$ cat config.mk
export PLATFORM = sky130hd
export DESIGN_NAME = fen_position_parser
export DESIGN_NICKNAME = d
export VERILOG_FILES = /design/src/fpp_pkg.sv /design/src/fen_position_parser.sv /design/src/fpp_digit_acc.sv /design/src/fpp_step.sv
export SDC_FILE = /design/constraint.sdc
export NUM_CORES = 1
export LEC_CHECK = 0
export BUFFER_PORTS_ARGS = -buffer_cell sky130_fd_sc_hd__buf_2
export CAP_MARGIN = 20
export CORE_UTILIZATION = 55
export CTS_CLUSTER_SIZE = 24
export DETAILED_ROUTE_END_ITERATION = 8
export PLACE_DENSITY = 0.82
export SYNTH_ARGS = -nofsm -noshare
export SYNTH_HDL_FRONTEND = slang
export SYNTH_HIERARCHICAL = 1
export SYNTH_SLANG_ARGS = --single-unit
$ cat constraint.sdc
create_clock -name clk -period 8.6 [get_ports clk]
set_clock_uncertainty 0.2 [all_clocks]
set_input_delay 0.86 -clock clk [delete_from_list [all_inputs] [get_ports clk]]
set_output_delay 0.86 -clock clk [all_outputs]
set_load 0.03 [all_outputs]
$ cat src/fpp_pkg.sv
`timescale 1ns / 1ps
// ----------------------------------------------------------------------------
// fpp_pkg: shared types and constants for the position text parser
// Parse phases, character codes, the parser state record and the result record.
// ----------------------------------------------------------------------------
package fpp_pkg;

	localparam int BYTE_W    = 8;
	localparam int PHASE_W   = 4;
	localparam int SQ_W      = 6;
	localparam int COUNT_W   = 7;
	localparam int PIECE_W   = 3;
	localparam int RIGHTS_W  = 4;
	localparam int MOVES_W   = 16;
	localparam int DIGCNT_W  = 2;

	// Board size checks
	localparam logic [COUNT_W-1:0] BOARD_SQUARES = 7'd64;
	localparam logic [COUNT_W-1:0] RANK_COLUMNS  = 7'd8;

	// Parse phases
	localparam logic [PHASE_W-1:0] PH_BOARD   = 4'd0;
	localparam logic [PHASE_W-1:0] PH_SP1     = 4'd1;
	localparam logic [PHASE_W-1:0] PH_SIDE    = 4'd2;
	localparam logic [PHASE_W-1:0] PH_SP2     = 4'd3;
	localparam logic [PHASE_W-1:0] PH_CASTLE0 = 4'd4;
	localparam logic [PHASE_W-1:0] PH_CASTLE  = 4'd5;
	localparam logic [PHASE_W-1:0] PH_SP3     = 4'd6;
	localparam logic [PHASE_W-1:0] PH_EPFILE  = 4'd7;
	localparam logic [PHASE_W-1:0] PH_EPRANK  = 4'd8;
	localparam logic [PHASE_W-1:0] PH_SP4     = 4'd9;
	localparam logic [PHASE_W-1:0] PH_HALF    = 4'd10;
	localparam logic [PHASE_W-1:0] PH_FULL    = 4'd11;

	// Result kinds and status codes
	localparam logic KIND_PIECE   = 1'b0;
	localparam logic KIND_SUMMARY = 1'b1;
	localparam logic STATUS_OK    = 1'b0;
	localparam logic STATUS_BAD   = 1'b1;

	// Character codes
	localparam logic [BYTE_W-1:0] CH_NUL   = 8'h00;
	localparam logic [BYTE_W-1:0] CH_SPACE = 8'h20;
	localparam logic [BYTE_W-1:0] CH_DASH  = 8'h2D;
	localparam logic [BYTE_W-1:0] CH_SLASH = 8'h2F;
	localparam logic [BYTE_W-1:0] CH_0     = 8'h30;
	localparam logic [BYTE_W-1:0] CH_1     = 8'h31;
	localparam logic [BYTE_W-1:0] CH_8     = 8'h38;
	localparam logic [BYTE_W-1:0] CH_9     = 8'h39;
	localparam logic [BYTE_W-1:0] CH_UP_A  = 8'h41;
	localparam logic [BYTE_W-1:0] CH_UP_Z  = 8'h5A;
	localparam logic [BYTE_W-1:0] CH_LO_A  = 8'h61;
	localparam logic [BYTE_W-1:0] CH_LO_H  = 8'h68;
	localparam logic [BYTE_W-1:0] CH_LO_Z  = 8'h7A;
	localparam logic [BYTE_W-1:0] CH_W     = 8'h77;
	localparam logic [BYTE_W-1:0] CH_B     = 8'h62;
	localparam logic [BYTE_W-1:0] CH_P     = 8'h70;
	localparam logic [BYTE_W-1:0] CH_R     = 8'h72;
	localparam logic [BYTE_W-1:0] CH_N     = 8'h6E;
	localparam logic [BYTE_W-1:0] CH_Q     = 8'h71;
	localparam logic [BYTE_W-1:0] CH_K     = 8'h6B;
	localparam logic [BYTE_W-1:0] CH_UP_K  = 8'h4B;
	localparam logic [BYTE_W-1:0] CH_UP_Q  = 8'h51;
	localparam logic [BYTE_W-1:0] CASE_OFS = 8'h20;

	typedef struct packed {
		logic [PHASE_W-1:0]  phase;
		logic [COUNT_W-1:0]  square_count;
		logic [COUNT_W-1:0]  rank_fill;
		logic [RIGHTS_W-1:0] rights;
		logic                black_to_move;
		logic                ep_flag;
		logic [SQ_W-1:0]     ep_where;
		logic [MOVES_W-1:0]  half_count;
		logic [MOVES_W-1:0]  full_count;
		logic [DIGCNT_W-1:0] digit_count;
		logic                lead_zero;
		logic                finished;
	} fpp_state_t;

	typedef struct packed {
		logic                kind;
		logic [SQ_W-1:0]     square;
		logic [PIECE_W-1:0]  piece_type;
		logic                piece_black;
		logic                status;
		logic                active_black;
		logic [RIGHTS_W-1:0] castle_rights;
		logic                ep_valid;
		logic [SQ_W-1:0]     ep_square;
		logic [MOVES_W-1:0]  halfmoves;
		logic [MOVES_W-1:0]  fullmoves;
	} fpp_result_t;

	localparam fpp_state_t STATE_RESET = '{
		phase:         PH_BOARD,
		square_count:  '0,
		rank_fill:     '0,
		rights:        '0,
		black_to_move: 1'b0,
		ep_flag:       1'b0,
		ep_where:      '0,
		half_count:    '0,
		full_count:    '0,
		digit_count:   '0,
		lead_zero:     1'b0,
		finished:      1'b0
	};

endpackage

$ cat src/fen_position_parser.sv
`timescale 1ns / 1ps
// ----------------------------------------------------------------------------
// fen_position_parser: chess position text parser, one character per transfer
// Usage:
//  - Input channel (in_valid / in_stall): one text byte per transfer, with
//    first set on the opening byte of a new string to clear all parse state.
//  - Output channel (out_valid / out_stall): a placement result for each
//    piece letter, then one summary when the full-move field ends or at the
//    first malformed byte. After a summary the parser drops bytes until a
//    transfer with first set.
//  - Path: a result passes through the input register, then the result
//    register, after its input transfer. Throughput: one byte per cycle
//    while out_stall is low; the whole step is a single pass of logic
//    between the two registers.
//  - Stall: while out_stall holds a waiting result, the input register holds
//    its byte and in_stall rises once that register is full.
//  - Reset: arst_n clears the parse state to the board placement phase and
//    empties both registers. No clearing pass is needed.
// ----------------------------------------------------------------------------
module fen_position_parser (
	input  logic                           clk,
	input  logic                           arst_n,
	input  logic                           in_valid,
	output logic                           in_stall,
	input  logic [fpp_pkg::BYTE_W-1:0]     byte_req,
	input  logic                           first,
	output logic                           out_valid,
	input  logic                           out_stall,
	output logic                           kind,
	output logic [fpp_pkg::SQ_W-1:0]       square,
	output logic [fpp_pkg::PIECE_W-1:0]    piece_type,
	output logic                           piece_black,
	output logic                           status,
	output logic                           active_black,
	output logic [fpp_pkg::RIGHTS_W-1:0]   castle_rights,
	output logic                           ep_valid,
	output logic [fpp_pkg::SQ_W-1:0]       ep_square,
	output logic [fpp_pkg::MOVES_W-1:0]    halfmoves,
	output logic [fpp_pkg::MOVES_W-1:0]    fullmoves
);

	// Input register
	logic                        valid_s1;
	logic [fpp_pkg::BYTE_W-1:0]  byte_s1;
	logic                        first_s1;

	// Parse state and result register
	fpp_pkg::fpp_state_t         state_q;
	fpp_pkg::fpp_state_t         state_nxt;
	logic                        emit;
	fpp_pkg::fpp_result_t        res;
	logic                        valid_s2;
	fpp_pkg::fpp_result_t        res_s2;

	logic                        in_xfer;
	logic                        advance;
	logic                        step;

	// The byte in the input register may be parsed whenever the result
	// register is empty or is being drained this cycle.
	assign advance  = !valid_s2 || !out_stall;
	assign step     = valid_s1 && advance;
	assign in_stall = valid_s1 && !advance;
	assign in_xfer  = in_valid && !in_stall;

	always_ff @(posedge clk or negedge arst_n) begin
		if (!arst_n) begin
			valid_s1 <= 1'b0;
		end else if (in_xfer) begin
			valid_s1 <= 1'b1;
		end else if (advance) begin
			valid_s1 <= 1'b0;
		end
	end

	// Capture the payload on every input transfer
	always_ff @(posedge clk) begin
		if (in_xfer) begin
			byte_s1  <= byte_req;
			first_s1 <= first;
		end
	end

	fpp_step u_step (
		.state_cur (state_q),
		.byte_in   (byte_s1),
		.first_in  (first_s1),
		.state_nxt (state_nxt),
		.emit      (emit),
		.res       (res)
	);

	// Advance the parse state once per parsed byte
	always_ff @(posedge clk or negedge arst_n) begin
		if (!arst_n) begin
			state_q <= fpp_pkg::STATE_RESET;
		end else if (step) begin
			state_q <= state_nxt;
		end
	end

	// Result register: load on a producing step, drop after an output transfer
	always_ff @(posedge clk or negedge arst_n) begin
		if (!arst_n) begin
			valid_s2 <= 1'b0;
		end else if (step) begin
			valid_s2 <= emit;
		end else if (!out_stall) begin
			valid_s2 <= 1'b0;
		end
	end

	always_ff @(posedge clk) begin
		if (step && emit) begin
			res_s2 <= res;
		end
	end

	assign out_valid     = valid_s2;
	assign kind          = res_s2.kind;
	assign square        = res_s2.square;
	assign piece_type    = res_s2.piece_type;
	assign piece_black   = res_s2.piece_black;
	assign status        = res_s2.status;
	assign active_black  = res_s2.active_black;
	assign castle_rights = res_s2.castle_rights;
	assign ep_valid      = res_s2.ep_valid;
	assign ep_square     = res_s2.ep_square;
	assign halfmoves     = res_s2.halfmoves;
	assign fullmoves     = res_s2.fullmoves;

	// A placement result carries no summary information
	a_piece_clean : assert property (@(posedge clk) disable iff (!arst_n)
		(out_valid && kind == fpp_pkg::KIND_PIECE) |->
			(status == fpp_pkg::STATUS_OK && halfmoves == '0 && fullmoves == '0 &&
			 castle_rights == '0 && !ep_valid))
		else $error("placement result with summary fields set");

	// An accepted text always ends with a full-move number of at least one
	a_full_nonzero : assert property (@(posedge clk) disable iff (!arst_n)
		(out_valid && kind == fpp_pkg::KIND_SUMMARY && status == fpp_pkg::STATUS_OK) |->
			(fullmoves != '0))
		else $error("accepted summary with zero full-move number");

	// Once finished, bytes without first produce nothing
	a_idle_quiet : assert property (@(posedge clk) disable iff (!arst_n)
		(step && state_q.finished && !first_s1) |-> !emit)
		else $error("result produced after summary");

	// A summary always leaves the parser finished
	a_summary_ends : assert property (@(posedge clk) disable iff (!arst_n)
		(step && emit && res.kind == fpp_pkg::KIND_SUMMARY) |=> state_q.finished)
		else $error("parser not finished after summary");

endmodule

$ cat src/fpp_digit_acc.sv
`timescale 1ns / 1ps
// ----------------------------------------------------------------------------
// fpp_digit_acc: decimal counter digit accumulator
// Multiply by ten, add one digit, saturate at the counter maximum, and flag a
// digit that follows a leading zero.
// ----------------------------------------------------------------------------
module fpp_digit_acc (
	input  logic [fpp_pkg::MOVES_W-1:0]  acc,
	input  logic [3:0]                   digit,
	input  logic [fpp_pkg::DIGCNT_W-1:0] digit_count,
	input  logic                         lead_zero,
	output logic [fpp_pkg::MOVES_W-1:0]  acc_nxt,
	output logic [fpp_pkg::DIGCNT_W-1:0] digit_count_nxt,
	output logic                         lead_zero_nxt,
	output logic                         fault
);

	localparam int SUM_W = fpp_pkg::MOVES_W + 4;

	logic [SUM_W-1:0] acc_w;
	logic [SUM_W-1:0] sum;

	always_comb begin
		acc_w = SUM_W'(acc);
		// ten times the value as eight plus two
		sum   = (acc_w << 3) + (acc_w << 1) + SUM_W'(digit);
		fault = (digit_count != '0) && lead_zero;
		lead_zero_nxt = lead_zero | ((digit_count == '0) && (digit == 4'd0));
		digit_count_nxt = (digit_count < 2'd2) ? digit_count + 2'd1 : digit_count;
		if (sum[SUM_W-1:fpp_pkg::MOVES_W] != '0) begin
			acc_nxt = '1;
		end else begin
			acc_nxt = sum[fpp_pkg::MOVES_W-1:0];
		end
	end

endmodule

$ cat src/fpp_step.sv
`timescale 1ns / 1ps
// ----------------------------------------------------------------------------
// fpp_step: one-character parse step
// Next parser state and the optional result for one registered character.
// ----------------------------------------------------------------------------
module fpp_step (
	input  fpp_pkg::fpp_state_t           state_cur,
	input  logic [fpp_pkg::BYTE_W-1:0]    byte_in,
	input  logic                          first_in,
	output fpp_pkg::fpp_state_t           state_nxt,
	output logic                          emit,
	output fpp_pkg::fpp_result_t          res
);

	// {known, code}
	function automatic logic [fpp_pkg::PIECE_W:0] piece_code(
		input logic [fpp_pkg::BYTE_W-1:0] c
	);
		logic [fpp_pkg::PIECE_W:0] r;
		unique case (c)
			fpp_pkg::CH_P: r = {1'b1, 3'd0};
			fpp_pkg::CH_R: r = {1'b1, 3'd1};
			fpp_pkg::CH_N: r = {1'b1, 3'd2};
			fpp_pkg::CH_B: r = {1'b1, 3'd3};
			fpp_pkg::CH_Q: r = {1'b1, 3'd4};
			fpp_pkg::CH_K: r = {1'b1, 3'd5};
			default:       r = '0;
		endcase
		return r;
	endfunction

	// {known, bit index}
	function automatic logic [2:0] castle_bit(input logic [fpp_pkg::BYTE_W-1:0] c);
		logic [2:0] r;
		unique case (c)
			fpp_pkg::CH_UP_K: r = {1'b1, 2'd0};
			fpp_pkg::CH_UP_Q: r = {1'b1, 2'd1};
			fpp_pkg::CH_K:    r = {1'b1, 2'd2};
			fpp_pkg::CH_Q:    r = {1'b1, 2'd3};
			default:          r = '0;
		endcase
		return r;
	endfunction

	fpp_pkg::fpp_state_t             cur;
	logic                            is_dig;
	logic                            is_skip;
	logic                            bad;
	logic                            good;
	logic [fpp_pkg::MOVES_W-1:0]     acc_in;
	logic [fpp_pkg::MOVES_W-1:0]     acc_nxt;
	logic [fpp_pkg::DIGCNT_W-1:0]    dc_nxt;
	logic                            lz_nxt;
	logic                            dig_fault;
	logic [fpp_pkg::BYTE_W-1:0]      lc;
	logic [fpp_pkg::PIECE_W:0]       pc;
	logic [2:0]                      cb;
	logic [fpp_pkg::COUNT_W-1:0]     sq_n;
	logic [fpp_pkg::COUNT_W-1:0]     rf_n;
	logic [fpp_pkg::COUNT_W-1:0]     step_n;

	assign cur     = first_in ? fpp_pkg::STATE_RESET : state_cur;
	assign is_dig  = (byte_in >= fpp_pkg::CH_0) && (byte_in <= fpp_pkg::CH_9);
	assign is_skip = (byte_in >= fpp_pkg::CH_1) && (byte_in <= fpp_pkg::CH_8);
	assign acc_in  = (cur.phase == fpp_pkg::PH_FULL) ? cur.full_count : cur.half_count;
	assign lc      = ((byte_in >= fpp_pkg::CH_UP_A) && (byte_in <= fpp_pkg::CH_UP_Z)) ?
		byte_in + fpp_pkg::CASE_OFS : byte_in;
	assign pc      = piece_code(lc);
	assign cb      = castle_bit(byte_in);

	fpp_digit_acc u_digit (
		.acc             (acc_in),
		.digit           (byte_in[3:0]),
		.digit_count     (cur.digit_count),
		.lead_zero       (cur.lead_zero),
		.acc_nxt         (acc_nxt),
		.digit_count_nxt (dc_nxt),
		.lead_zero_nxt   (lz_nxt),
		.fault           (dig_fault)
	);

	always_comb begin
		state_nxt = cur;
		emit      = 1'b0;
		res       = '0;
		bad       = 1'b0;
		good      = 1'b0;
		step_n    = is_skip ? fpp_pkg::COUNT_W'(byte_in[3:0]) : fpp_pkg::COUNT_W'(1);
		sq_n      = cur.square_count + step_n;
		rf_n      = cur.rank_fill + step_n;

		if (!cur.finished) begin
			if (cur.phase == fpp_pkg::PH_FULL) begin
				if (is_dig) begin
					if (dig_fault) begin
						bad = 1'b1;
					end else begin
						state_nxt.full_count  = acc_nxt;
						state_nxt.digit_count = dc_nxt;
						state_nxt.lead_zero   = lz_nxt;
					end
				end else if (cur.digit_count == '0 || cur.full_count == '0) begin
					bad = 1'b1;
				end else begin
					good = 1'b1;
				end
			end else if (byte_in == fpp_pkg::CH_NUL) begin
				bad = 1'b1;
			end else begin
				unique case (cur.phase)
					fpp_pkg::PH_BOARD: begin
						if (byte_in == fpp_pkg::CH_SLASH) begin
							if (cur.rank_fill != fpp_pkg::RANK_COLUMNS) begin
								bad = 1'b1;
							end else begin
								state_nxt.rank_fill = '0;
							end
						end else if (!is_skip && !pc[fpp_pkg::PIECE_W]) begin
							bad = 1'b1;
						end else begin
							if (!is_skip) begin
								emit            = 1'b1;
								res.kind        = fpp_pkg::KIND_PIECE;
								res.square      = cur.square_count[fpp_pkg::SQ_W-1:0];
								res.piece_type  = pc[fpp_pkg::PIECE_W-1:0];
								res.piece_black = (byte_in >= fpp_pkg::CH_LO_A) &&
									(byte_in <= fpp_pkg::CH_LO_Z);
							end
							state_nxt.square_count = sq_n;
							state_nxt.rank_fill    = rf_n;
							if (sq_n >= fpp_pkg::BOARD_SQUARES) begin
								if (sq_n != fpp_pkg::BOARD_SQUARES ||
									rf_n != fpp_pkg::RANK_COLUMNS) begin
									bad = 1'b1;
								end else begin
									state_nxt.phase = fpp_pkg::PH_SP1;
								end
							end
						end
					end
					fpp_pkg::PH_SP1, fpp_pkg::PH_SP2, fpp_pkg::PH_SP3, fpp_pkg::PH_SP4: begin
						if (byte_in != fpp_pkg::CH_SPACE) begin
							bad = 1'b1;
						end else if (cur.phase == fpp_pkg::PH_SP1) begin
							state_nxt.phase = fpp_pkg::PH_SIDE;
						end else if (cur.phase == fpp_pkg::PH_SP2) begin
							state_nxt.phase = fpp_pkg::PH_CASTLE0;
						end else if (cur.phase == fpp_pkg::PH_SP3) begin
							state_nxt.phase = fpp_pkg::PH_EPFILE;
						end else begin
							state_nxt.phase = fpp_pkg::PH_HALF;
						end
					end
					fpp_pkg::PH_SIDE: begin
						if (byte_in == fpp_pkg::CH_W) begin
							state_nxt.black_to_move = 1'b0;
							state_nxt.phase         = fpp_pkg::PH_SP2;
						end else if (byte_in == fpp_pkg::CH_B) begin
							state_nxt.black_to_move = 1'b1;
							state_nxt.phase         = fpp_pkg::PH_SP2;
						end else begin
							bad = 1'b1;
						end
					end
					fpp_pkg::PH_CASTLE0: begin
						if (byte_in == fpp_pkg::CH_DASH) begin
							state_nxt.phase = fpp_pkg::PH_SP3;
						end else if (!cb[2]) begin
							bad = 1'b1;
						end else begin
							state_nxt.rights[cb[1:0]] = 1'b1;
							state_nxt.phase           = fpp_pkg::PH_CASTLE;
						end
					end
					fpp_pkg::PH_CASTLE: begin
						if (byte_in == fpp_pkg::CH_SPACE) begin
							state_nxt.phase = fpp_pkg::PH_EPFILE;
						end else if (!cb[2] || cur.rights[cb[1:0]]) begin
							// unknown letter or a repeated right
							bad = 1'b1;
						end else begin
							state_nxt.rights[cb[1:0]] = 1'b1;
						end
					end
					fpp_pkg::PH_EPFILE: begin
						if (byte_in == fpp_pkg::CH_DASH) begin
							state_nxt.phase = fpp_pkg::PH_SP4;
						end else if (byte_in < fpp_pkg::CH_LO_A ||
							byte_in > fpp_pkg::CH_LO_H) begin
							bad = 1'b1;
						end else begin
							state_nxt.ep_where = {3'd0, byte_in[2:0] - 3'd1};
							state_nxt.phase    = fpp_pkg::PH_EPRANK;
						end
					end
					fpp_pkg::PH_EPRANK: begin
						if (!is_skip) begin
							bad = 1'b1;
						end else begin
							// rank 8 is row 0
							state_nxt.ep_where = cur.ep_where +
								{~(byte_in[2:0] - 3'd1), 3'd0};
							state_nxt.ep_flag  = 1'b1;
							state_nxt.phase    = fpp_pkg::PH_SP4;
						end
					end
					fpp_pkg::PH_HALF: begin
						if (is_dig) begin
							if (dig_fault) begin
								bad = 1'b1;
							end else begin
								state_nxt.half_count  = acc_nxt;
								state_nxt.digit_count = dc_nxt;
								state_nxt.lead_zero   = lz_nxt;
							end
						end else if (byte_in != fpp_pkg::CH_SPACE || cur.digit_count == '0) begin
							bad = 1'b1;
						end else begin
							state_nxt.digit_count = '0;
							state_nxt.lead_zero   = 1'b0;
							state_nxt.phase       = fpp_pkg::PH_FULL;
						end
					end
					default: begin
						bad = 1'b1;
					end
				endcase
			end
		end

		if (bad || good) begin
			emit               = 1'b1;
			res                = '0;
			res.kind           = fpp_pkg::KIND_SUMMARY;
			res.status         = bad ? fpp_pkg::STATUS_BAD : fpp_pkg::STATUS_OK;
			if (good) begin
				res.active_black  = cur.black_to_move;
				res.castle_rights = cur.rights;
				res.ep_valid      = cur.ep_flag;
				res.ep_square     = cur.ep_where;
				res.halfmoves     = cur.half_count;
				res.fullmoves     = cur.full_count;
			end
			state_nxt.finished = 1'b1;
		end
	end

endmodule
* After elaboration in Yosys (flattened, before gate mapping)
Index checks and enable logic that the tools add are counted.
Cells by class: add/subtract/negate cells 8, magnitude comparators 14, eq/ne operators 31, muxes and demuxes 110, bitwise logic cells 4, reductions and logical operators 37
Operators with widths (count):
- $eq A8 B7 Y1 const B | 12
- $mux W16 | 6
- $mux W46 | 2
- $mux W4 | 21
- $mux W11 | 7
- $mux W66 | 1
- $mux W65 | 1
- $mux W1 | 46
- $mux W19 | 2
- $pmux W4 S8 | 1
- $eq A8 B6 Y1 const B | 3
- $pmux W4 S6 | 1
- $mux W7 | 3
- $add A19 B17 Y20 | 1
- $add A20 B4 Y20 | 1
- $mux W18 | 1
- $mux W3 | 6
- $eq A4 B3 Y1 const B | 4
- $eq A4 B4 Y1 const B | 4
- $ge A8 B6 Y1 const B | 2
- $ge A8 B7 Y1 const B | 2
- $le A8 B6 Y1 const B | 2
- $le A8 B7 Y1 const B | 2
- $logic_not A16 Y1 | 1
- other kinds (43) | 72
Storage, ports and cells: bits in registers 133, input bits 13, output and inout bits 58, logic and storage cells 231

* Longest topological paths before layout
Gate-level depths: netlist of the first run.
word-level depth 17, mapped depth 22, mapped depth without buffers 19

* Cells and area by module
Netlist of the first run, hierarchy kept.
Modules (own cells, without submodules):
- fen_position_parser | times used 1, cells an instance 215, area each 4677.0 µm², seq. area each 3653.5 µm²
- fpp_step | times used 1, cells an instance 658, area each 3748.6 µm², seq. area each 0.0 µm²
- fpp_digit_acc | times used 1, cells an instance 166, area each 1266.2 µm², seq. area each 0.0 µm²

* Worst setup path before layout of the first run
OpenSTA, ideal clock, no wires.
kind register to register, start reg byte_s1[1] (netlist name), end reg res_s2, in the netlist active_black, enable pin, arrival time 6.772 ns, setup slack 1.140 ns, stages on the path, launching flop included 19, path buffers 1, clock period less this slack 7.460 ns, path through edfxtp_1 clkbuf_1 inv_1 ha_1 or4b_1 a31o_2 nand2_1 nor2_1 ha_1 and3_1 a221o_1 or4_1 nand4_1 nor4b_2 o211a_1 o21ai_2 nand3b_1 nand2_1 a21oi_1
Between the ends: cells in the longest elaborated chain, start to end 17, elaborated cells on any way between the ends 81, those cells by class add/sub (3); order compare (9); eq/ne (18); mux (37); reduce/logical (14)
Ends and longest elaborated chain:
- from (decl) | line fen_position_parser.sv:44 | logic [fpp_pkg::BYTE_W-1:0] byte_s1;
- from (signal assigned) | line fen_position_parser.sv:79 | byte_s1 <= byte_req;
- parallel branches: the longest is 15 deep, another holds $ge A8 B6 Y1
- $mux W1 (*) | line fpp_step.sv:231 | if (bad || good) begin
- via emit | line fen_position_parser.sv:50 | logic emit;
- $logic_and A1 B1 Y1 (*) | line fen_position_parser.sv:114 | if (step && emit) begin
- to (signal assigned) | line fen_position_parser.sv:115 | res_s2 <= res;
- to (decl) | line fen_position_parser.sv:53 | fpp_pkg::fpp_result_t res_s2;
Mark *: on every way through the listed nets, which the timed path passes. The select of a mux whose other input is x is not followed. A chain may end at the register's enable or synchronous reset.

* Final worst setup path of the first run
start reg byte_s1[1] (netlist name), end reg res_s2, in the netlist ep_square[3], enable pin
Same word-level chain as after synthesis.

==> results.md, run 1 <==
- WP data arrival: around 6.3 ns
- Final Hold Fails: 0
- Die height: around 130 um
- Final min period: roughly 6.4 ns
- Worst-margin pin slew: 1.06 ns
- CTS buffer count: 17
- Critical path fanouts, max: 29
- Largest cells by area after synthesis: edfxtp_1 20%, dfrtp_1 18%, mux2_4 6.4%, ha_1 6.3%, nand2_1 6.0%
- Vias in the first global route: a little under 8,000
- Max Clk Rate: between 150 and 200 MHz
- YS warnings: 6
- HPWL after DPL: approximately 18,000 um
- Worst-skew pair later-pin latency: 0.43 ns
- Post-CTS Setup Bufs: 0
- PD cells: ~190 nW/um2
- Routability cong.: 0.967
- PostCTS Resize Cnt: 0
- Drt wl/cell: around 20 um
- Post-synth EDFFs: 65
- Outcome: finished, final reports clean
- Syn_area_per_cell: 9.33 um2
- Largest net degree at the start of global routing: 69
- Max-slew headroom: 0.296
- I/O Pins: 71
- CP Capture Type: flip-flop
- Final setup viols: 0
- Drt initial violations: 833
- Setup TNS: 0 ns
- Clock tree root driver cell: clkbuf_16
- RSZ-0062 raised after global routing: no
- Adder-Cell Fraction of Synth Area: 0.0695
- Layout area overhead: 10.6%
- Net Count, Synth: 1,104
- Worst vdd ir: 162 uV
- IO Port Bufs: 70
- Row cnt: 48
- Clock Pin Slew Worst Setup and Hold Paths: 0.07 ns
- Post-synthesis compound-gate area fraction: 0.148
- Busiest grt layer: met2
- FILL cells: 1,399
- Main combinational cell family by area after synthesis: simple AND/OR/NAND/NOR gates
- WS Path Type: flip-flop to flip-flop
- Fraction of synthesized area in multiplexers: 0.104
- Core Area: 17,200 um2
- Most frequent cells after synthesis: 155 x nand2_1, 70 x o21ai_0, 68 x dfrtp_1
- Post-Synth Simple-Gate Area: 0.237
- Initial Util: 0.562
- Final nets: around 1,100
- Die Wd: about 130 um
- CTS tree: built
- CTS Sinks: ~130
- All-Layer GR Usage: 0.293
- Sequence of cells on the critical path: inv_1 > ha_1 > or4b_1 > a31o_2 > nand2_1 > nor2_1 > ha_1 > and3_1 > a221o_1 > or4_1 > nand4_1 > nor4b_2 > o211a_1 > o21ai_2 > nand3b_1 > nand2_1 > a21oi_4 > buf_4
- Ant. Diodes: 0
- Synth cell types: 83
- Final core occ: 0.622
- Critical path startpoint category: flip-flop
- Main synth FF type: dfrtp_1
- Critical-path top delay cell: a21oi_4
- Xor/xnor share of the synthesized area: 0.0244
- H-tree levels: 4
- Synth top area share: 0.201
- Total Wirelength: ~26,000 um
- Most frequent cell after synthesis: nand2_1
- Detailed Routing Iterations Pass 1: 6
- Leakage power total: approximately 4.5 nW
- GR Util met2: 0.467
- Die ar.: 18,200 um2
- Clock buffer depth: 2
- Post-CTS Hold Buffers: 0
- Worst Hold Class: flip-flop to flip-flop
- GRT overflow: 0
- Post-Syn Instances: 1,039
- Max Cap Viol: 0
- Via count: between 8,000 and 9,000
- Seq/Total Area, Yosys: 0.377
- Crit-path max cell delay: 0.75 ns
- Synth async-reset ratio: 0.511
- Drt via density: 6.27
- Final Max Slew Viols: 0
- Tcrit/Tclk final: 0.747
- Yosys top cell by area: edfxtp_1
- GRT met3 Usage: 0.0616
- Grt met1 use: 0.395
- First-pass GRT wire length: 41,300 um
- Antenna-violating nets left: 0
- Drt drc: 0
- Data required, critical path: roughly 8.5 ns
- Syn Std Cell Area: between 9000 and 10,000 um2
- Initial antenna violation count: 0
- Register bit total from synthesis: between 100 and 150
- Layout cell share with drive strength beyond 1: 0.193
## report_power, final
group	switching (mW)	internal [mW]	total [mW]
Sequential	0.0666	0.761	0.828
Clock	0.330	0.387	0.717
Combinational	0.359	0.160	0.519
Total	0.756	1.31	2.06
## cell usage in the layout (no fill, tap or decap), types with 6 or more instances in the layout
cell type  netlist  layout
nand2_1        155     155
buf_2            6      70
o21ai_0         70      70
dfrtp_1         68      68
nor2_1          67      67
edfxtp_1        65      65
a21oi_1         58      57
ha_1            49      49
and2_1          47      47
mux2_4          41      41
nand3_1         26      26
inv_1           25      25
mux2_2          25      25
nor2b_1         22      22
nor3_1          21      19
clkbuf_16        0      17
nand2b_1        15      15
xnor2_1         15      15
xor2_1          12      12
or3_1           11      11
a31oi_1         11      11
buf_4            1      10
a21o_1          10      10
o211ai_1         9       9
and3_1           8       8
nand4_1          8       8
nor4_1           8       8
inv_6            0       6
or2_2            6       6
o22ai_1          6       6
o2111ai_1        6       6
nand3_2          6       6
## worst max-delay path: cells and delay by family (launching register included)
kind / cells / cell delay, ns
and+or+nand+nor: 9 / 1.94
buffers and inverters: 2 / 0.63
DFF: 1 / 0.71
adders and majority gates: 2 / 0.65
AOI/OAI and AO/OA: 5 / 1.89
## per-stage QoR
step / hold slack (ns) / cells / total power, mW / setup WS [ns] / instance area, um2
detailed placement: 0.273 / 1287 / 1.35 / 2.19 / 10100
finish: 0.287 / 1319 / 2.06 / 2.18 / 10700
CTS: 0.288 / 1319 / 2.07 / 2.16 / 10700
global placement: 0.261 / 1287 / 1.34 / 2.49 / 10100
global route: 0.308 / 1319 / 2.15 / 1.74 / 10700
floorplan: 0.250 / 1039 / 1.21 / 1.14 / 9690
## final timing paths
| kind | startpoint | end | slack (ns) | cells after the start |
|---|---|---|---|---|
| setup / recovery | byte_s1[1]$_DFFE_PP_ | ep_square[3]$_DFFE_PP_ | 2.18 | 18 |
| hold / removal | state_q[58]$_DFFE_PN0P_ | state_q[58]$_DFFE_PN0P_ | 0.29 | 1 |
| setup reg to reg | byte_s1[1]$_DFFE_PP_ | ep_square[3]$_DFFE_PP_ | 2.18 | 18 |
| hold reg to reg | state_q[58]$_DFFE_PN0P_ | state_q[58]$_DFFE_PN0P_ | 0.29 | 1 |
| max in group asynchronous | arst_n | state_q[36]$_DFFE_PN0P_ | 7.16 | 2 |
| min in group asynchronous | arst_n | state_q[33]$_DFFE_PN0P_ | 0.43 | 2 |
## registers in the layout (all words and copies together) (netlist names), 3 cells and up
signal and flops:
state_q 66, fullmoves 16, halfmoves 16, byte_s1 8
ep_square 6, square 6, castle_rights 4, piece_type 3
## cells by family (layout without fill, tap and decap cells)
family	Yosys count	in the layout
simple gates	443	443
flops	133	133
compound gates	225	225
xor+xnor	27	27
buf+inv	83	138
fa+ha+maj	52	52
mux	76	76
## cell type report
cell class | instances | area (um2) | share of cell area
multi-input cells | 823 | 5680 | 0.530
flip-flops and latches | 133 | 3650 | 0.341
clock buffers | 17 | 425 | 0.0397
repair buffers | 80 | 425 | 0.0397
well taps | 225 | 282 | 0.0263
clock inverters | 15 | 159 | 0.0148
inverters | 26 | 97.6 | 0.00910
## routing by layer
layer / vias to the layer above / wire length, um
met5: - / 0
met4: 0 / 631
met3: 61 / 2020
met2: 395 / 12000
met1: 3940 / 11200
li1: 3870 / -
No activity file was read; power rests on OpenSTA's default activity.
==> run 2, diff against run 1 <==
Clock period 8.6 ns to 6.11 ns, I/O delays scaled along.
==> run 2 against run 1 <==
Compared with the run above: fmax rose by 14%; sequential share of layout area fell by 0.13 points; count of clock-buffer cells in the layout did not move; clock power rose by 41%; routed wire length fell by 1.9%; combinational power rose by 43%; core utilization rose by 0.25 points.
==> results.md, run 2 (same netlist as run 1, synthesis figures left out) <==
- Initial Util: 0.562 (unchanged)
- Row cnt: 48 (unchanged)
- Reg-to-reg startpoint: byte_s1[0]$_DFFE_PP_
- Worst Hold Class: input port to flip-flop
- Final worst slack: 0.494 ns (-1.68 ns)
- Drt drc: 0 (unchanged)
- Worst Hold Endpoint: first_s1$_DFFE_PP_
- Data required, critical path: 5.98 ns (-2.50 ns)
- Post-CTS Setup Bufs: 0 (unchanged)
- Total Wirelength: 25,400 um (-1.9%)
- Outcome: finished, final reports clean
- Max Clk Rate: 178 MHz (+14%)
- Final Max Slew Viols: 0 (unchanged)
- Max reg flops: 66 (unchanged)
- Die ar.: 18,200 um2 (unchanged)
- Finished Cell Area: 10,800 um2 (+0.40%)
- FF-to-FF path depth: 19 (+1)
- Tcrit/Tclk final: 0.919 (+0.172)
- Largest Register: state_q
- Routability cong.: 0.975 (+0.91%)
- Hold_ws: 0.153 ns (-0.134 ns)
- Final min period: 5.62 ns (-0.806 ns)
- CTS tree: built
- First-pass GRT wire length: 41,000 um (-0.73%)
- Core Area: 17,200 um2 (unchanged)
- All-Layer GR Usage: 0.292 (-0.00121)
- Setup TNS: 0 ns (unchanged)
- Max-slew headroom: 0.263 (-0.0330)
- Initial antenna violation count: 0 (unchanged)
- Die height: 135 um (unchanged)
- Max Cap Viol: 0 (unchanged)
- Clock buffer depth: 2 (unchanged)
- Vias in the first global route: 7,650 (-1.4%)
- Die Wd: 135 um (unchanged)
- IO Port Bufs: 70 (unchanged)
- R2R Path End: fullmoves[8]$_DFFE_PP_
- Largest net degree at the start of global routing: 69 (unchanged)
- CTS Sinks: 133 (unchanged)
- Layout cell share with drive strength beyond 1: 0.198 (+0.00513)
- Final setup viols: 0 (unchanged)
- Antenna-violating nets left: 0 (unchanged)
- WS Path Type: flip-flop to flip-flop
- Hold wc startpoint: first
- Most frequent cells in the layout: 155 x nand2_1, 70 x buf_2, 70 x o21ai_0
- HPWL after DPL: 17,800 um (-0.81%)
- GRT overflow: 0 (unchanged)
- Worst vdd ir: 197 uV (+21%)
- Drt via density: 6.26 (about the same)
- Hold Crit Depth: 1 (unchanged)
- I/O Pins: 71 (unchanged)
- Most common cell after layout, fill and taps aside: nand2_1
- Clock tree root driver cell: clkbuf_16
- PostCTS Resize Cnt: 0 (unchanged)
- Worst-margin pin slew: 1.09 ns (+0.0353 ns)
- Final nets: 1,153 (+0.61%)
- Worst-skew pair later-pin latency: 0.43 ns (about the same)
- Layout area overhead: 11.0%
- Critical path startpoint category: flip-flop
- PD cells: 270 nW/um2 (+40%)
- Via count: 8,305 (+0.47%)
- CP Capture Type: flip-flop
- Critical path fanouts, max: 38 (+31%)
- CTS buffer count: 17 (unchanged)
- H-tree levels: 4 (unchanged)
- Clock Pin Slew Worst Setup and Hold Paths: 0.06 ns (about the same)
- Drt wl/cell: 19.1 um (-2.4%)
- Reg2Reg Setup Slack: 0.49 ns (-1.68 ns)
- Final Hold Fails: 0 (unchanged)
- Ant. Diodes: 0 (unchanged)
- RSZ-0062 raised after global routing: no
- WP data arrival: 5.48 ns (-0.82 ns)
- Cell Area, Placed: 10,200 um2 (+0.52%)
- Drt initial violations: 835 (+0.24%)
- Final core occ: 0.624 (+0.00247)
- Detailed Routing Iterations Pass 1: 5 (-1)
- Place WS: 0.569 ns (-1.62 ns)
- Leakage power total: 4.57 nW (+0.72%)
- Post-CTS Hold Buffers: 0 (unchanged)
## run 2: power breakdown
group	internal [mW]	total [mW]	switching [mW]
Sequential	1.07	1.16	0.0852
Clock	0.544	1.01	0.467
Combinational	0.230	0.743	0.513
Total	1.84	2.91	1.07
## run 2: worst max path at each step
| stage | endpoint | start | slack (ns) | cells after the start |
|---|---|---|---|---|
| final | fullmoves[8]$_DFFE_PP_ | byte_s1[0]$_DFFE_PP_ | 0.49 | 19 |
| after global routing | fullmoves[8]$_DFFE_PP_ | byte_s1[0]$_DFFE_PP_ | 0.19 | 19 |
| after CTS | halfmoves[6]$_DFFE_PP_ | byte_s1[0]$_DFFE_PP_ | 0.53 | 19 |
| after detailed placement | halfmoves[6]$_DFFE_PP_ | byte_s1[0]$_DFFE_PP_ | 0.57 | 19 |
| after global placement | ep_square[5]$_DFFE_PP_ | byte_s1[0]$_DFFE_PP_ | 0.76 | 18 |
| after floorplan | active_black$_DFFE_PP_ | byte_s1[1]$_DFFE_PP_ | 0.49 | 18 |
## run 2: layout make-up
class | count | area, um2
clock buffers | 17 | 425
clock inverters | 15 | 149
fillers | 1407 | 6470
inverters | 26 | 97.6
multi-input cells | 823 | 5680
flip-flops and latches | 133 | 3650
well taps | 225 | 282
repair buffers | 87 | 478
## run 2: through the flow
step,total power [mW],cells
2_1_floorplan,1.71,1039
3_3_place_gp,1.90,1294
3_5_place_dp,1.90,1294
4_1_cts,2.91,1326
5_1_grt,3.02,1326
6_report,2.91,1326
## run 2: per-layer routing
layer	vias up	global-route usage	part of all wire
met5	-	0	0
met4	0	0.107	0.024
met3	58	0.0649	0.082
met2	374	0.430	0.44
met1	3990	0.419	0.45
li1	3883	-	-
## run 2: critical path, cell delays in order, from the launching register on
cell and delay (ns):
edfxtp_1 0.57, inv_1 0.18, ha_1 0.30, or4b_1 0.55, a31o_2 0.31, and2_1 0.19
nand2_1 0.12, ha_1 0.24, ha_1 0.16, a41oi_1 0.06, a21oi_1 0.22, o41ai_2 0.15
nor2_2 0.17, xnor2_1 0.09, or4b_1 0.55, o21ai_2 0.32, nand3b_1 0.16, nand2_1 0.10
a21oi_4 0.13, buf_4 0.44
==> run 3, diff against run 2 <==
Settings changed: CORE_UTILIZATION 55 to 30, PLACE_DENSITY 0.82 to 0.53.
==> run 3 against run 2 <==
Compared with the run above: clock power grew 9%; core utilization fell by 28 points; worst hold slack about the same; non-clock buffer count is 3 higher; combinational power up 4.6%; cell area increased by 2.7%.
==> results.md, run 3 (same netlist as run 1, synthesis figures left out) <==
- Clock tree root driver cell: clkbuf_16
- FF-to-FF path depth: 19 (unchanged)
- WS Path Type: flip-flop to flip-flop
- Row cnt: 65 (+35%)
- Clock group share of total power: 0.364 (+0.017)
- CTS Sinks: 133 (unchanged)
- Max Cap Viol: 0 (unchanged)
- RSZ-0062 raised after global routing: no
- Worst-skew pair later-pin latency: 0.43 ns (about the same)
- Detailed Routing Iterations Pass 1: 5 (unchanged)
- Die Wd: 182 um (+35%)
- IO Port Bufs: 70 (unchanged)
- Layout cell share with drive strength beyond 1: 0.198 (+0.000368)
- Ant. Diodes: 0 (unchanged)
- Combinational Power Share: 0.256 (about the same)
- Initial antenna violation count: 0 (unchanged)
- Reg-to-reg startpoint: byte_s1[0]$_DFFE_PP_
- Antenna-violating nets left: 0 (unchanged)
- Crit-path max cell delay: 0.57 ns (about the same)
- Drt wl/cell: 18.6 um (-2.9%)
- Drt initial violations: 637 (-24%)
- Switching fraction of total power: 0.351 (-0.0148)
- Max reg flops: 66 (unchanged)
- CP Capture Type: flip-flop
- Final nets: 1,156 (+0.26%)
- CTS tree: built
- PD cells: 274 nW/um2 (+1.4%)
- Largest Register: state_q
- Core Area: 31,600 um2 (+84%)
- Final Max Slew Viols: 0 (unchanged)
- Clock buffer depth: 2 (unchanged)
- Reg2Reg Setup Slack: 0.47 ns (-0.03 ns)
- All-Layer GR Usage: 0.173 (-0.119)
- Post-CTS Hold Buffers: 1 (+1)
- Final min period: 5.64 ns (+0.0273 ns)
- WP data arrival: 5.50 ns (+0.02 ns)
- Vias in the first global route: 7,676 (+0.34%)
- Most common cell after layout, fill and taps aside: nand2_1
- Sequence of cells on the critical path: inv_1 > ha_1 > or4b_1 > a31o_2 > and2_1 > nand2_1 > ha_1 > ha_1 > a41oi_1 > a21oi_1 > o41ai_2 > nor2_2 > xnor2_1 > or4b_1 > o21ai_2 > nand3b_1 > nand2_1 > a21oi_4 > buf_4
- Tcrit/Tclk final: 0.924 (+0.00447)
- Sw Pwr: 1.07 mW (about the same)
- Via count: 8,149 (-1.9%)
- Total Wirelength: 28,000 um (+10%)
- R2R Path End: square[3]$_DFFE_PP_
- Initial Util: 0.306 (-0.256)
- Final Non-Filler Cells: 1,506 (+14%)
- Most used cell, CP: ha_1
- HPWL after DPL: 19,900 um (+12%)
- Drt via density: 5.41 (-14%)
- PostCTS Resize Cnt: 0 (unchanged)
- Worst Hold Class: input port to flip-flop
- First-pass GRT wire length: 44,300 um (+8.1%)
- FILL cells: 3,210 (+130%)
- Die height: 182 um (+35%)
- Most frequent cells in the layout: 155 x nand2_1, 70 x buf_2, 70 x o21ai_0
- Final setup viols: 0 (unchanged)
- Post-CTS Setup Bufs: 0 (unchanged)
- Final Hold Fails: 0 (unchanged)
- Layout area overhead: 14.0%
- Data required, critical path: 5.96 ns (-0.02 ns)
- H-tree levels: 4 (unchanged)
- Routability cong.: 0.952 (-2.4%)
- Critical path startpoint category: flip-flop
- Worst setup path end: square[3]$_DFFE_PP_
- Largest net degree at the start of global routing: 57 (-17%)
- Critical path fanouts, max: 56 (+47%)
- Cell-internal power: 1.97 mW (+6.6%)
- Flop pwr share: 0.380 (-0.017)
- CTS buffer count: 17 (unchanged)
- Clock Pin Slew Worst Setup and Hold Paths: 0.06 ns (about the same)
- Placed Cells incl. Taps: 1,473 (+14%)
- Die ar.: 33,000 um2 (+82%)
- Max-slew headroom: 0.364 (+0.101)
- Setup TNS: 0 ns (unchanged)
- Max Clk Rate: 177 MHz (-0.48%)
- Critical path startpoint: byte_s1[0]$_DFFE_PP_
- Outcome: finished, final reports clean
- Worst vdd ir: 198 uV (+0.78%)
- Drt drc: 0 (unchanged)
- Leakage power total: 4.60 nW (+0.69%)
- GRT overflow: 0 (unchanged)
- Worst-margin pin slew: 0.954 ns (-0.137 ns)
- I/O Pins: 71 (unchanged)
- Critical-path top delay cell: edfxtp_1
## run 3: critical path: cells and delay by family, from the launching register on
kind,cells,cell delay (ns)
compound gates,6,1.05
fa+ha+maj,3,0.70
simple gates,7,1.80
xor+xnor,1,0.10
flops,1,0.57
buf+inv,2,0.73
## run 3: area by class of cell
type,instances,area (um2),area share
Tap cell,402,503,0.0455
Inverter,26,97.6,0.00883
Sequential cell,133,3650,0.331
Timing Repair Buffer,90,503,0.0455
Clock inverter,14,189,0.0171
Clock buffer,18,429,0.0388
Multi-Input combinational cell,823,5680,0.514
## run 3: stage by stage
stage	total power [mW]	hold slack (ns)	setup WS, ns	util	area [um2]
after global routing	3.17	0.138	0.122	0.349	11100
after CTS	3.06	0.133	0.465	0.349	11100
after floorplan	1.71	0.115	0.490	-	9700
after detailed placement	1.95	0.267	0.478	0.329	10400
after global placement	1.95	0.260	0.642	0.329	10400
final	3.03	0.154	0.467	0.349	11100
## run 3: worst min path at each step
stage | startpoint | to | slack (ns) | cells after the start
final | byte_req[2] | byte_s1[2]$_DFFE_PP_ | 0.15 | 1
after floorplan | arst_n | out_valid$_DFFE_PN0P_ | 0.12 | 0
after global routing | byte_req[2] | byte_s1[2]$_DFFE_PP_ | 0.14 | 1
after CTS | byte_req[2] | byte_s1[2]$_DFFE_PP_ | 0.13 | 1
after detailed placement | state_q[58]$_DFFE_PN0P_ | state_q[58]$_DFFE_PN0P_ | 0.27 | 1
after global placement | state_q[1]$_DFFE_PN0P_ | state_q[1]$_DFFE_PN0P_ | 0.26 | 1
## run 3: power groups by stage
stage	logic (mW)	registers, mW	clock network [mW]
6_report	0.777	1.15	1.10
5_1_grt	0.836	1.16	1.17
4_1_cts	0.780	1.15	1.13
3_5_place_dp	0.777	1.17	0
3_3_place_gp	0.781	1.17	0
2_1_floorplan	0.415	1.29	0
## run 3: layer usage
| layer | wire, um | track usage |
|---|---|---|
| met1 | 14000 | 0.253 |
| met2 | 12000 | 0.255 |
| met3 | 1500 | 0.0259 |
| met4 | 585 | 0.0634 |
| met5 | 0 | 0 |
